===== src/hdl/smca_pkg.sv =====
package smca_pkg;

	// list geometry
	localparam int LIST_DEPTH = 32;
	localparam int COORD_BITS = 16;
	localparam int IDX_W      = (LIST_DEPTH > 1) ? $clog2(LIST_DEPTH) : 1;
	localparam int CNT_W      = $clog2(LIST_DEPTH + 1);

	// field widths
	localparam int PORT_COORD_W = 16;
	localparam int VALUE_W      = 32;
	localparam int SUM_W        = VALUE_W + 1;
	localparam int KEY_W        = 2 * COORD_BITS;
	localparam int WORD_W       = KEY_W + VALUE_W;

	// command codes
	localparam logic [1:0] CMD_LOAD_A = 2'd0;
	localparam logic [1:0] CMD_LOAD_B = 2'd1;
	localparam logic [1:0] CMD_START  = 2'd2;

	// store access from the sequencer
	typedef struct packed {
		logic             we;
		logic [IDX_W-1:0] waddr;
		logic [IDX_W-1:0] raddr;
	} ram_req_t;

	// one step of the merge unit
	typedef struct packed {
		logic                  take_a;
		logic                  take_b;
		logic [COORD_BITS-1:0] row;
		logic [COORD_BITS-1:0] col;
		logic [SUM_W-1:0]      sum;
		logic                  nonzero;
	} alu_res_t;

endpackage


===== src/hdl/smca_ram.sv =====
module smca_ram #(
	parameter int WIDTH = 64,
	parameter int DEPTH = 32
) (
	input  logic                                      clk,
	input  logic                                      we,
	input  logic [((DEPTH > 1) ? $clog2(DEPTH) : 1)-1:0] waddr,
	input  logic [WIDTH-1:0]                          wdata,
	input  logic [((DEPTH > 1) ? $clog2(DEPTH) : 1)-1:0] raddr,
	output logic [WIDTH-1:0]                          rdata
);

	logic [WIDTH-1:0] mem_q [DEPTH];

	// single write port, registered read
	always_ff @(posedge clk) begin
		if (we) begin
			mem_q[waddr] <= wdata;
		end
		rdata <= mem_q[raddr];
	end

endmodule


===== src/hdl/smca_alu.sv =====
module smca_alu (
	input  logic                     a_has,
	input  logic                     b_has,
	input  logic [smca_pkg::WORD_W-1:0] a_word,
	input  logic [smca_pkg::WORD_W-1:0] b_word,
	output smca_pkg::alu_res_t       res
);
	import smca_pkg::*;

	logic [KEY_W-1:0]   key_a;
	logic [KEY_W-1:0]   key_b;
	logic [VALUE_W-1:0] val_a;
	logic [VALUE_W-1:0] val_b;
	logic [SUM_W-1:0]   op_x;
	logic [SUM_W-1:0]   op_y;
	logic [SUM_W-1:0]   sum;

	assign key_a = a_word[WORD_W-1:VALUE_W];
	assign key_b = b_word[WORD_W-1:VALUE_W];
	assign val_a = a_word[VALUE_W-1:0];
	assign val_b = b_word[VALUE_W-1:0];

	// row-major key compare picks one or both heads,
	// shared sign-extended adder, unused side contributes zero
	always_comb begin
		res.take_a  = a_has && (!b_has || (key_a <= key_b));
		res.take_b  = b_has && (!a_has || (key_b <= key_a));
		op_x        = res.take_a ? {val_a[VALUE_W-1], val_a} : '0;
		op_y        = res.take_b ? {val_b[VALUE_W-1], val_b} : '0;
		sum         = op_x + op_y;
		res.sum     = sum;
		res.nonzero = (sum != '0);
		res.row     = res.take_a ? key_a[KEY_W-1:COORD_BITS] : key_b[KEY_W-1:COORD_BITS];
		res.col     = res.take_a ? key_a[COORD_BITS-1:0] : key_b[COORD_BITS-1:0];
	end

endmodule


===== src/hdl/smca_ctrl.sv =====
module smca_ctrl (
	input  logic                         clk,
	input  logic                         arst_n,
	input  logic                         in_valid,
	output logic                         in_stall,
	input  logic [1:0]                   command,
	output smca_pkg::ram_req_t           a_req,
	output smca_pkg::ram_req_t           b_req,
	output logic                         a_has,
	output logic                         b_has,
	input  smca_pkg::alu_res_t           res,
	output logic                         out_valid,
	input  logic                         out_stall,
	output logic [smca_pkg::PORT_COORD_W-1:0] out_row,
	output logic [smca_pkg::PORT_COORD_W-1:0] out_col,
	output logic signed [smca_pkg::SUM_W-1:0] out_value,
	output logic                         last_entry,
	output logic                         empty_result
);
	import smca_pkg::*;

	localparam logic [1:0] ST_IDLE   = 2'd0;
	localparam logic [1:0] ST_READ   = 2'd1;
	localparam logic [1:0] ST_CMP    = 2'd2;
	localparam logic [1:0] ST_FINISH = 2'd3;

	logic [1:0]            state_q;
	logic [CNT_W-1:0]      a_cnt_q;
	logic [CNT_W-1:0]      b_cnt_q;
	logic [CNT_W-1:0]      i_q;
	logic [CNT_W-1:0]      j_q;
	logic                  pend_valid_q;
	logic [COORD_BITS-1:0] pend_row_q;
	logic [COORD_BITS-1:0] pend_col_q;
	logic [SUM_W-1:0]      pend_val_q;
	logic                  out_valid_q;

	logic in_fire;
	logic out_free;
	logic done;
	logic step_ok;
	logic a_room;
	logic b_room;

	assign in_stall  = (state_q != ST_IDLE);
	assign in_fire   = in_valid && !in_stall;
	assign out_free  = !out_valid_q || !out_stall;
	assign out_valid = out_valid_q;

	assign a_room = (a_cnt_q < CNT_W'(LIST_DEPTH));
	assign b_room = (b_cnt_q < CNT_W'(LIST_DEPTH));

	// store write and read addresses
	always_comb begin
		a_req.we    = in_fire && (command == CMD_LOAD_A) && a_room;
		a_req.waddr = a_cnt_q[IDX_W-1:0];
		a_req.raddr = i_q[IDX_W-1:0];
		b_req.we    = in_fire && (command == CMD_LOAD_B) && b_room;
		b_req.waddr = b_cnt_q[IDX_W-1:0];
		b_req.raddr = j_q[IDX_W-1:0];
	end

	// merge step status
	assign a_has   = (i_q < a_cnt_q);
	assign b_has   = (j_q < b_cnt_q);
	assign done    = !a_has && !b_has;
	assign step_ok = !res.nonzero || !pend_valid_q || out_free;

	// sequencer, list counters and held result
	always_ff @(posedge clk or negedge arst_n) begin
		if (!arst_n) begin
			state_q      <= ST_IDLE;
			a_cnt_q      <= '0;
			b_cnt_q      <= '0;
			i_q          <= '0;
			j_q          <= '0;
			pend_valid_q <= 1'b0;
		end else begin
			case (state_q)
				ST_IDLE: begin
					if (a_req.we) begin
						a_cnt_q <= a_cnt_q + CNT_W'(1);
					end
					if (b_req.we) begin
						b_cnt_q <= b_cnt_q + CNT_W'(1);
					end
					if (in_fire && (command == CMD_START)) begin
						i_q     <= '0;
						j_q     <= '0;
						state_q <= ST_READ;
					end
				end
				ST_READ: begin
					state_q <= ST_CMP;
				end
				ST_CMP: begin
					if (done) begin
						state_q <= ST_FINISH;
					end else if (step_ok) begin
						i_q     <= i_q + CNT_W'(res.take_a);
						j_q     <= j_q + CNT_W'(res.take_b);
						state_q <= ST_READ;
						if (res.nonzero) begin
							pend_valid_q <= 1'b1;
						end
					end
				end
				ST_FINISH: begin
					if (out_free) begin
						pend_valid_q <= 1'b0;
						a_cnt_q      <= '0;
						b_cnt_q      <= '0;
						state_q      <= ST_IDLE;
					end
				end
				default: begin
					state_q <= ST_IDLE;
				end
			endcase
		end
	end

	// held result payload
	always_ff @(posedge clk) begin
		if ((state_q == ST_CMP) && !done && step_ok && res.nonzero) begin
			pend_row_q <= res.row;
			pend_col_q <= res.col;
			pend_val_q <= res.sum;
		end
	end

	// output register valid
	always_ff @(posedge clk or negedge arst_n) begin
		if (!arst_n) begin
			out_valid_q <= 1'b0;
		end else if (((state_q == ST_CMP) && !done && step_ok && res.nonzero && pend_valid_q)
				|| ((state_q == ST_FINISH) && out_free)) begin
			out_valid_q <= 1'b1;
		end else if (!out_stall) begin
			out_valid_q <= 1'b0;
		end
	end

	// output register payload
	always_ff @(posedge clk) begin
		if ((state_q == ST_CMP) && !done && step_ok && res.nonzero && pend_valid_q) begin
			out_row      <= PORT_COORD_W'(pend_row_q);
			out_col      <= PORT_COORD_W'(pend_col_q);
			out_value    <= pend_val_q;
			last_entry   <= 1'b0;
			empty_result <= 1'b0;
		end else if ((state_q == ST_FINISH) && out_free) begin
			if (pend_valid_q) begin
				out_row      <= PORT_COORD_W'(pend_row_q);
				out_col      <= PORT_COORD_W'(pend_col_q);
				out_value    <= pend_val_q;
				empty_result <= 1'b0;
			end else begin
				out_row      <= '0;
				out_col      <= '0;
				out_value    <= '0;
				empty_result <= 1'b1;
			end
			last_entry <= 1'b1;
		end
	end

	// checks
	a_cnt_range: assert property (@(posedge clk) disable iff (!arst_n)
		(a_cnt_q <= CNT_W'(LIST_DEPTH)) && (b_cnt_q <= CNT_W'(LIST_DEPTH)))
		else $error("list count beyond depth");

	idx_range: assert property (@(posedge clk) disable iff (!arst_n)
		(state_q != ST_IDLE) |-> ((i_q <= a_cnt_q) && (j_q <= b_cnt_q)))
		else $error("merge index passed list count");

	empty_shape: assert property (@(posedge clk) disable iff (!arst_n)
		(out_valid_q && empty_result) |-> (last_entry && (out_value == '0)))
		else $error("empty result not final or not zero");

	finish_clears: assert property (@(posedge clk) disable iff (!arst_n)
		((state_q == ST_FINISH) && out_free) |=>
		((state_q == ST_IDLE) && (a_cnt_q == '0) && (b_cnt_q == '0) && !pend_valid_q))
		else $error("lists not emptied after merge");

	idle_no_pend: assert property (@(posedge clk) disable iff (!arst_n)
		(state_q == ST_IDLE) |-> !pend_valid_q)
		else $error("held result left over in idle");

endmodule


===== src/hdl/sparse_matrix_coo_add_top.sv =====
// loads (commands 0 and 1) and unused codes are taken only while idle; a start takes the block busy
// merge: each step is a store read, then a compare and add; a step consumes one head of
// a list or a matching pair; a step with a nonzero sum waits while a result is held and the
// full output register is stalled; the registered store read feeds one shared compare/add unit
// a result is held until the next nonzero entry is found, the final one until the end
// reset clears the list counts, sequencer and output valid; store contents are not cleared
module sparse_matrix_coo_add_top (
	input  logic                                 clk,
	input  logic                                 arst_n,
	input  logic                                 in_valid,
	output logic                                 in_stall,
	input  logic [1:0]                           command,
	input  logic [smca_pkg::PORT_COORD_W-1:0]    row_index,
	input  logic [smca_pkg::PORT_COORD_W-1:0]    col_index,
	input  logic signed [smca_pkg::VALUE_W-1:0]  entry_value,
	output logic                                 out_valid,
	input  logic                                 out_stall,
	output logic [smca_pkg::PORT_COORD_W-1:0]    out_row,
	output logic [smca_pkg::PORT_COORD_W-1:0]    out_col,
	output logic signed [smca_pkg::SUM_W-1:0]    out_value,
	output logic                                 last_entry,
	output logic                                 empty_result
);
	import smca_pkg::*;

	ram_req_t          a_req;
	ram_req_t          b_req;
	alu_res_t          res;
	logic              a_has;
	logic              b_has;
	logic [WORD_W-1:0] wdata;
	logic [WORD_W-1:0] a_word;
	logic [WORD_W-1:0] b_word;

	// packed store word: row, column, value
	assign wdata = {row_index[COORD_BITS-1:0], col_index[COORD_BITS-1:0], entry_value};

	smca_ram #(.WIDTH(WORD_W), .DEPTH(LIST_DEPTH)) u_a_ram (
		.clk   (clk),
		.we    (a_req.we),
		.waddr (a_req.waddr),
		.wdata (wdata),
		.raddr (a_req.raddr),
		.rdata (a_word)
	);

	smca_ram #(.WIDTH(WORD_W), .DEPTH(LIST_DEPTH)) u_b_ram (
		.clk   (clk),
		.we    (b_req.we),
		.waddr (b_req.waddr),
		.wdata (wdata),
		.raddr (b_req.raddr),
		.rdata (b_word)
	);

	smca_alu u_alu (
		.a_has  (a_has),
		.b_has  (b_has),
		.a_word (a_word),
		.b_word (b_word),
		.res    (res)
	);

	smca_ctrl u_ctrl (
		.clk          (clk),
		.arst_n       (arst_n),
		.in_valid     (in_valid),
		.in_stall     (in_stall),
		.command      (command),
		.a_req        (a_req),
		.b_req        (b_req),
		.a_has        (a_has),
		.b_has        (b_has),
		.res          (res),
		.out_valid    (out_valid),
		.out_stall    (out_stall),
		.out_row      (out_row),
		.out_col      (out_col),
		.out_value    (out_value),
		.last_entry   (last_entry),
		.empty_result (empty_result)
	);

endmodule


===== config.mk =====
export PLATFORM = sky130hd
export DESIGN_NAME = sparse_matrix_coo_add_top
export DESIGN_NICKNAME = d
export VERILOG_FILES = /design/src/hdl/smca_pkg.sv /design/src/hdl/smca_ram.sv /design/src/hdl/smca_alu.sv /design/src/hdl/smca_ctrl.sv /design/src/hdl/sparse_matrix_coo_add_top.sv
export SDC_FILE = /design/constraint.sdc
export NUM_CORES = 2
export LEC_CHECK = 0
export BUFFER_PORTS_ARGS = -buffer_cell sky130_fd_sc_hd__buf_2
export CAP_MARGIN = 40
export CORE_MARGIN = 4
export CORE_UTILIZATION = 55
export DETAILED_ROUTE_END_ITERATION = 12
export PLACE_DENSITY = 0.71
export SLEW_MARGIN = 10
export SYNTH_ARGS = -nofsm -noshare
export SYNTH_HDL_FRONTEND = slang
export SYNTH_HIERARCHICAL = 1
export SYNTH_SLANG_ARGS = --single-unit

===== constraint.sdc =====
create_clock -name clk -period 28.2 [get_ports clk]
set_input_delay 5.64 -clock clk [delete_from_list [all_inputs] [get_ports clk]]
set_output_delay 5.64 -clock clk [all_outputs]
set_load 0.02 [all_outputs]

==> run metrics <==
remaining antenna violation count=0; Row Count=202; Crit path top cell by count=buf_4; vias=81800; Relative slew margins=0.233; crit path time final=9.23 ns; post-synthesis cell type count=84; min-delay src=u_ctrl/pend_row_q[5]$_DFFE_PP_; clock buffer depth=4; Peak VDD IR=0.0690 mV; Worst R2R End=u_ctrl/out_row[3]$_DFFE_PP_; combinational power share=0.125; CP peak stage delay=0.90 ns; htree depth=5; 1st-iter DRT viols=12800; initial antenna violation count=46; largest area contributor in the netlist=edfxtp_1; top post-synthesis cells by area=edfxtp_1 (76%), mux4_2 (16%), dfxtp_1 (1.5%), mux2_2 (1.2%), ha_1 (0.60%); share of the synthesized area in the top cell type=0.756; clock latency at the later pin of the worst-skew pair=1.03 ns; Int Pwr=11.5 mW; HP Class=reg -> reg; commonest non-fill, non-tap cell in the layout=edfxtp_1; Num CTS Buffers=426; Syn Nets=7293; starting density of the core=0.553; CP bufs+invs=3; commonest cells after routing, fill and taps aside=edfxtp_1 (4226), mux4_2 (1204), clkbuf_16 (426), mux2_2 (183), buf_4 (181); fin area=191000 µm²; Post-Route WL=456 mm; Area growth syn-to-layout=13.7%; Worst-path clk slew=0.06 ns; vias in the first global route=81000; status=completed; R2R depth=25; Slew Limit Fails=0; data arrival time of the critical path=9.82 ns; Synth warnings=6; die area=314000 µm²; setup violators final=0; r2r setup slk=19.37 ns; cts hold-fix bufs=0; layout cells sized above 1=0.321; global-route wire length before repair=643 mm; CP delay by family, top=simple AND/OR/NAND/NOR gates; clock tree root buffer cell=clkbuf_16; clk sinks=4384; Fill cells=19500; Async SR Flop Fraction=0.00639; DP Area=177000 µm²; I/O Pins=139; Total Routing Usage GR=0.290; slowest cell on the critical path=nor2_4; hpwl dp=271 mm; CTS tree=yes; hold path depth=1; Nets=7798; Main synth FF type=edfxtp_1; Final Cycle Share=0.327; Synth Area per Inst=23.5 µm²; Worst Tran Pin Value=1.15 ns; Wirelength per Cell=37.6 µm; DIE HEIGHT=561 µm; # Max-Cap Violations=0; IO buf count=138; skew final=0.102 ns; Net Sw Frac=0.251; Synth Instances=7142; Setup crit end kind=register; Net Sw Power=3.86 mW; die width=561 µm; RSZ-0062 raised after global routing=no; Via density=6.76; Residual DRC=0; setup_tns=0 ns; largest net degree at the start of global routing=112; Setup crit start kind=primary input; drt pass-1 iters=8; Max Fclk=108 MHz; crit-path max FO=27; Final Hold Fails=0; core area=304000 µm²; sequential area share after synthesis=0.775; Reg-to-Reg Start=u_a_ram/rdata[45]$_DFF_P_; post-cts resize count=0; synthesized flop and latch total=4384; crit path cell chain=buf_2 -> or3b_4 -> nor3b_4 -> nand3b_1 -> nor2_4 -> buf_4 -> buf_4; leak pwr=58.8 nW; grt ovf=0; Worst Path Required=28.78 ns; hold worst-path end=u_ctrl/out_row[5]$_DFFE_PP_; Flop pwr share=0.498; RePlAce Congestion=0.857; Crit Path Class=in -> reg; Post-CTS Setup Bufs=0; number of synthesized flops with an enable pin=4226; pwr dens=80.4 nW/µm²; Post-Syn Area=168000 µm²; Clock power frac=0.377
## layout make-up
cell class,count,area [µm²],area share
Multi-Input combinational cell,2333,36300,0.190
Clock inverter,265,3070,0.0161
Tap cell,4080,5100,0.0267
Inverter,64,240,0.00126
Antenna cell,20,50.0,0.000262
Timing Repair Buffer,438,4680,0.0245
Clock buffer,527,11300,0.0591
Sequential cell,4384,130000,0.682
## cells by family after synthesis
group	synth area share
compound gates	0.0126
simple gates	0.0150
xor+xnor	0.00104
flops	0.775
mux	0.178
fa+ha+maj	0.00608
buf+inv	0.0118
## state kept, by name (all words and copies together), names as in the netlist
name / cells
u_ctrl/out_row: 16
u_ctrl/b_cnt_q: 6
u_ctrl/state_q: 2
u_ctrl/pend_col_q: 16
u_ctrl/a_cnt_q: 6
u_ctrl/j_q: 6
u_ctrl/last_entry: 1
u_a_ram/rdata: 64
u_ctrl/pend_valid_q: 1
u_ctrl/i_q: 6
u_b_ram/mem_q: 2048
u_ctrl/out_valid: 1
u_b_ram/rdata: 64
u_ctrl/out_value: 33
u_ctrl/pend_row_q: 16
u_ctrl/empty_result: 1
u_ctrl/pend_val_q: 33
u_ctrl/out_col: 16
u_a_ram/mem_q: 2048
## synthesized netlist by cell type, drive strengths merged, types with 8 or more instances
master  count
o31ai       9
a21oi      55
nor2b      13
nand3      25
a211oi     14
xnor2      14
o21ai      50
inv        63
o31a        8
nor2      128
edfxtp   4226
and2      143
clkbuf    130
o211ai     17
dfrtp      28
o22ai      20
dfxtp     130
nand4      19
nand2      60
buf       231
and3        9
or3         8
nor3       12
mux2i      76
a21o       23
mux2      183
nand3b     11
o221ai     10
ha         80
mux4     1204
a221oi     26
nand2b      9
## layer usage
metal / vias to the layer above / global-route usage / routed length (µm) / share of wire
met1: 44000 / 0.422 / 170000 / 0.37
met5: - / 0 / 102 / 0.00022
met4: 16 / 0.0907 / 16300 / 0.036
met2: 5562 / 0.451 / 217000 / 0.48
li1: 31500 / - / - / -
met3: 775 / 0.0606 / 51600 / 0.11
## how the worst max path moves through the flow
stage                     from                              to  slack (ns)  depth (start not counted)
floorplan            out_stall  u_ctrl/pend_col_q[0]$_DFFE_PP_       16.93                          3
global placement    command[1]  u_b_ram/mem_q[3][15]$_DFFE_PP_       18.18                          7
detailed placement  command[1]  u_b_ram/mem_q[1][56]$_DFFE_PP_       18.09                          7
CTS                 command[1]  u_b_ram/mem_q[1][48]$_DFFE_PP_       19.07                          7
global route        command[1]  u_b_ram/mem_q[1][51]$_DFFE_PP_       18.96                          7
finish              command[1]  u_b_ram/mem_q[1][48]$_DFFE_PP_       18.97                          7
## power groups by stage
stage	clock (mW)	combinational [mW]	sequential [mW]
2_1_floorplan	0	1.67	7.64
3_5_place_dp	0	1.91	7.77
6_report	5.79	1.93	7.65
5_1_grt	6.16	2.05	7.65
4_1_cts	5.85	1.93	7.64
3_3_place_gp	0	1.85	7.78
## worst register-to-register path: stages (launching register included)
cell      delay [ns]
dfxtp_1         0.33
inv_1           0.05
ha_1            0.28
a21o_1          0.19
a21o_1          0.17
a21oi_1         0.16
o21ai_0         0.25
o21ai_0         0.78
o211ai_1        0.35
o21a_4          0.46
and2_1          0.25
ha_1            0.38
a21oi_1         0.30
a21boi_0        0.20
a311oi_2        0.72
a21oi_1         0.26
o21a_1          0.27
a21oi_1         0.25
o21bai_1        0.13
xor2_1          0.24
or3_1           0.30
nand2_1         0.09
a21oi_1         0.33
nand2_1         0.21
a21oi_4         0.66
buf_4           0.73
## per-stage QoR
step                      utilization  total power, mW  std cells  hold WS, ns  setup WS, ns
after floorplan                     -             9.32       7142        0.495         16.93
after global placement          0.574             9.64      11200        0.494         18.18
after detailed placement        0.582             9.69      11300        0.512         18.09
after CTS                       0.629             15.4      12100        0.505         19.07
after global routing            0.629             15.9      12100        0.524         18.96
final                           0.629             15.4      12100        0.505         18.97
Note: power is estimated with default switching activity, not from simulation.
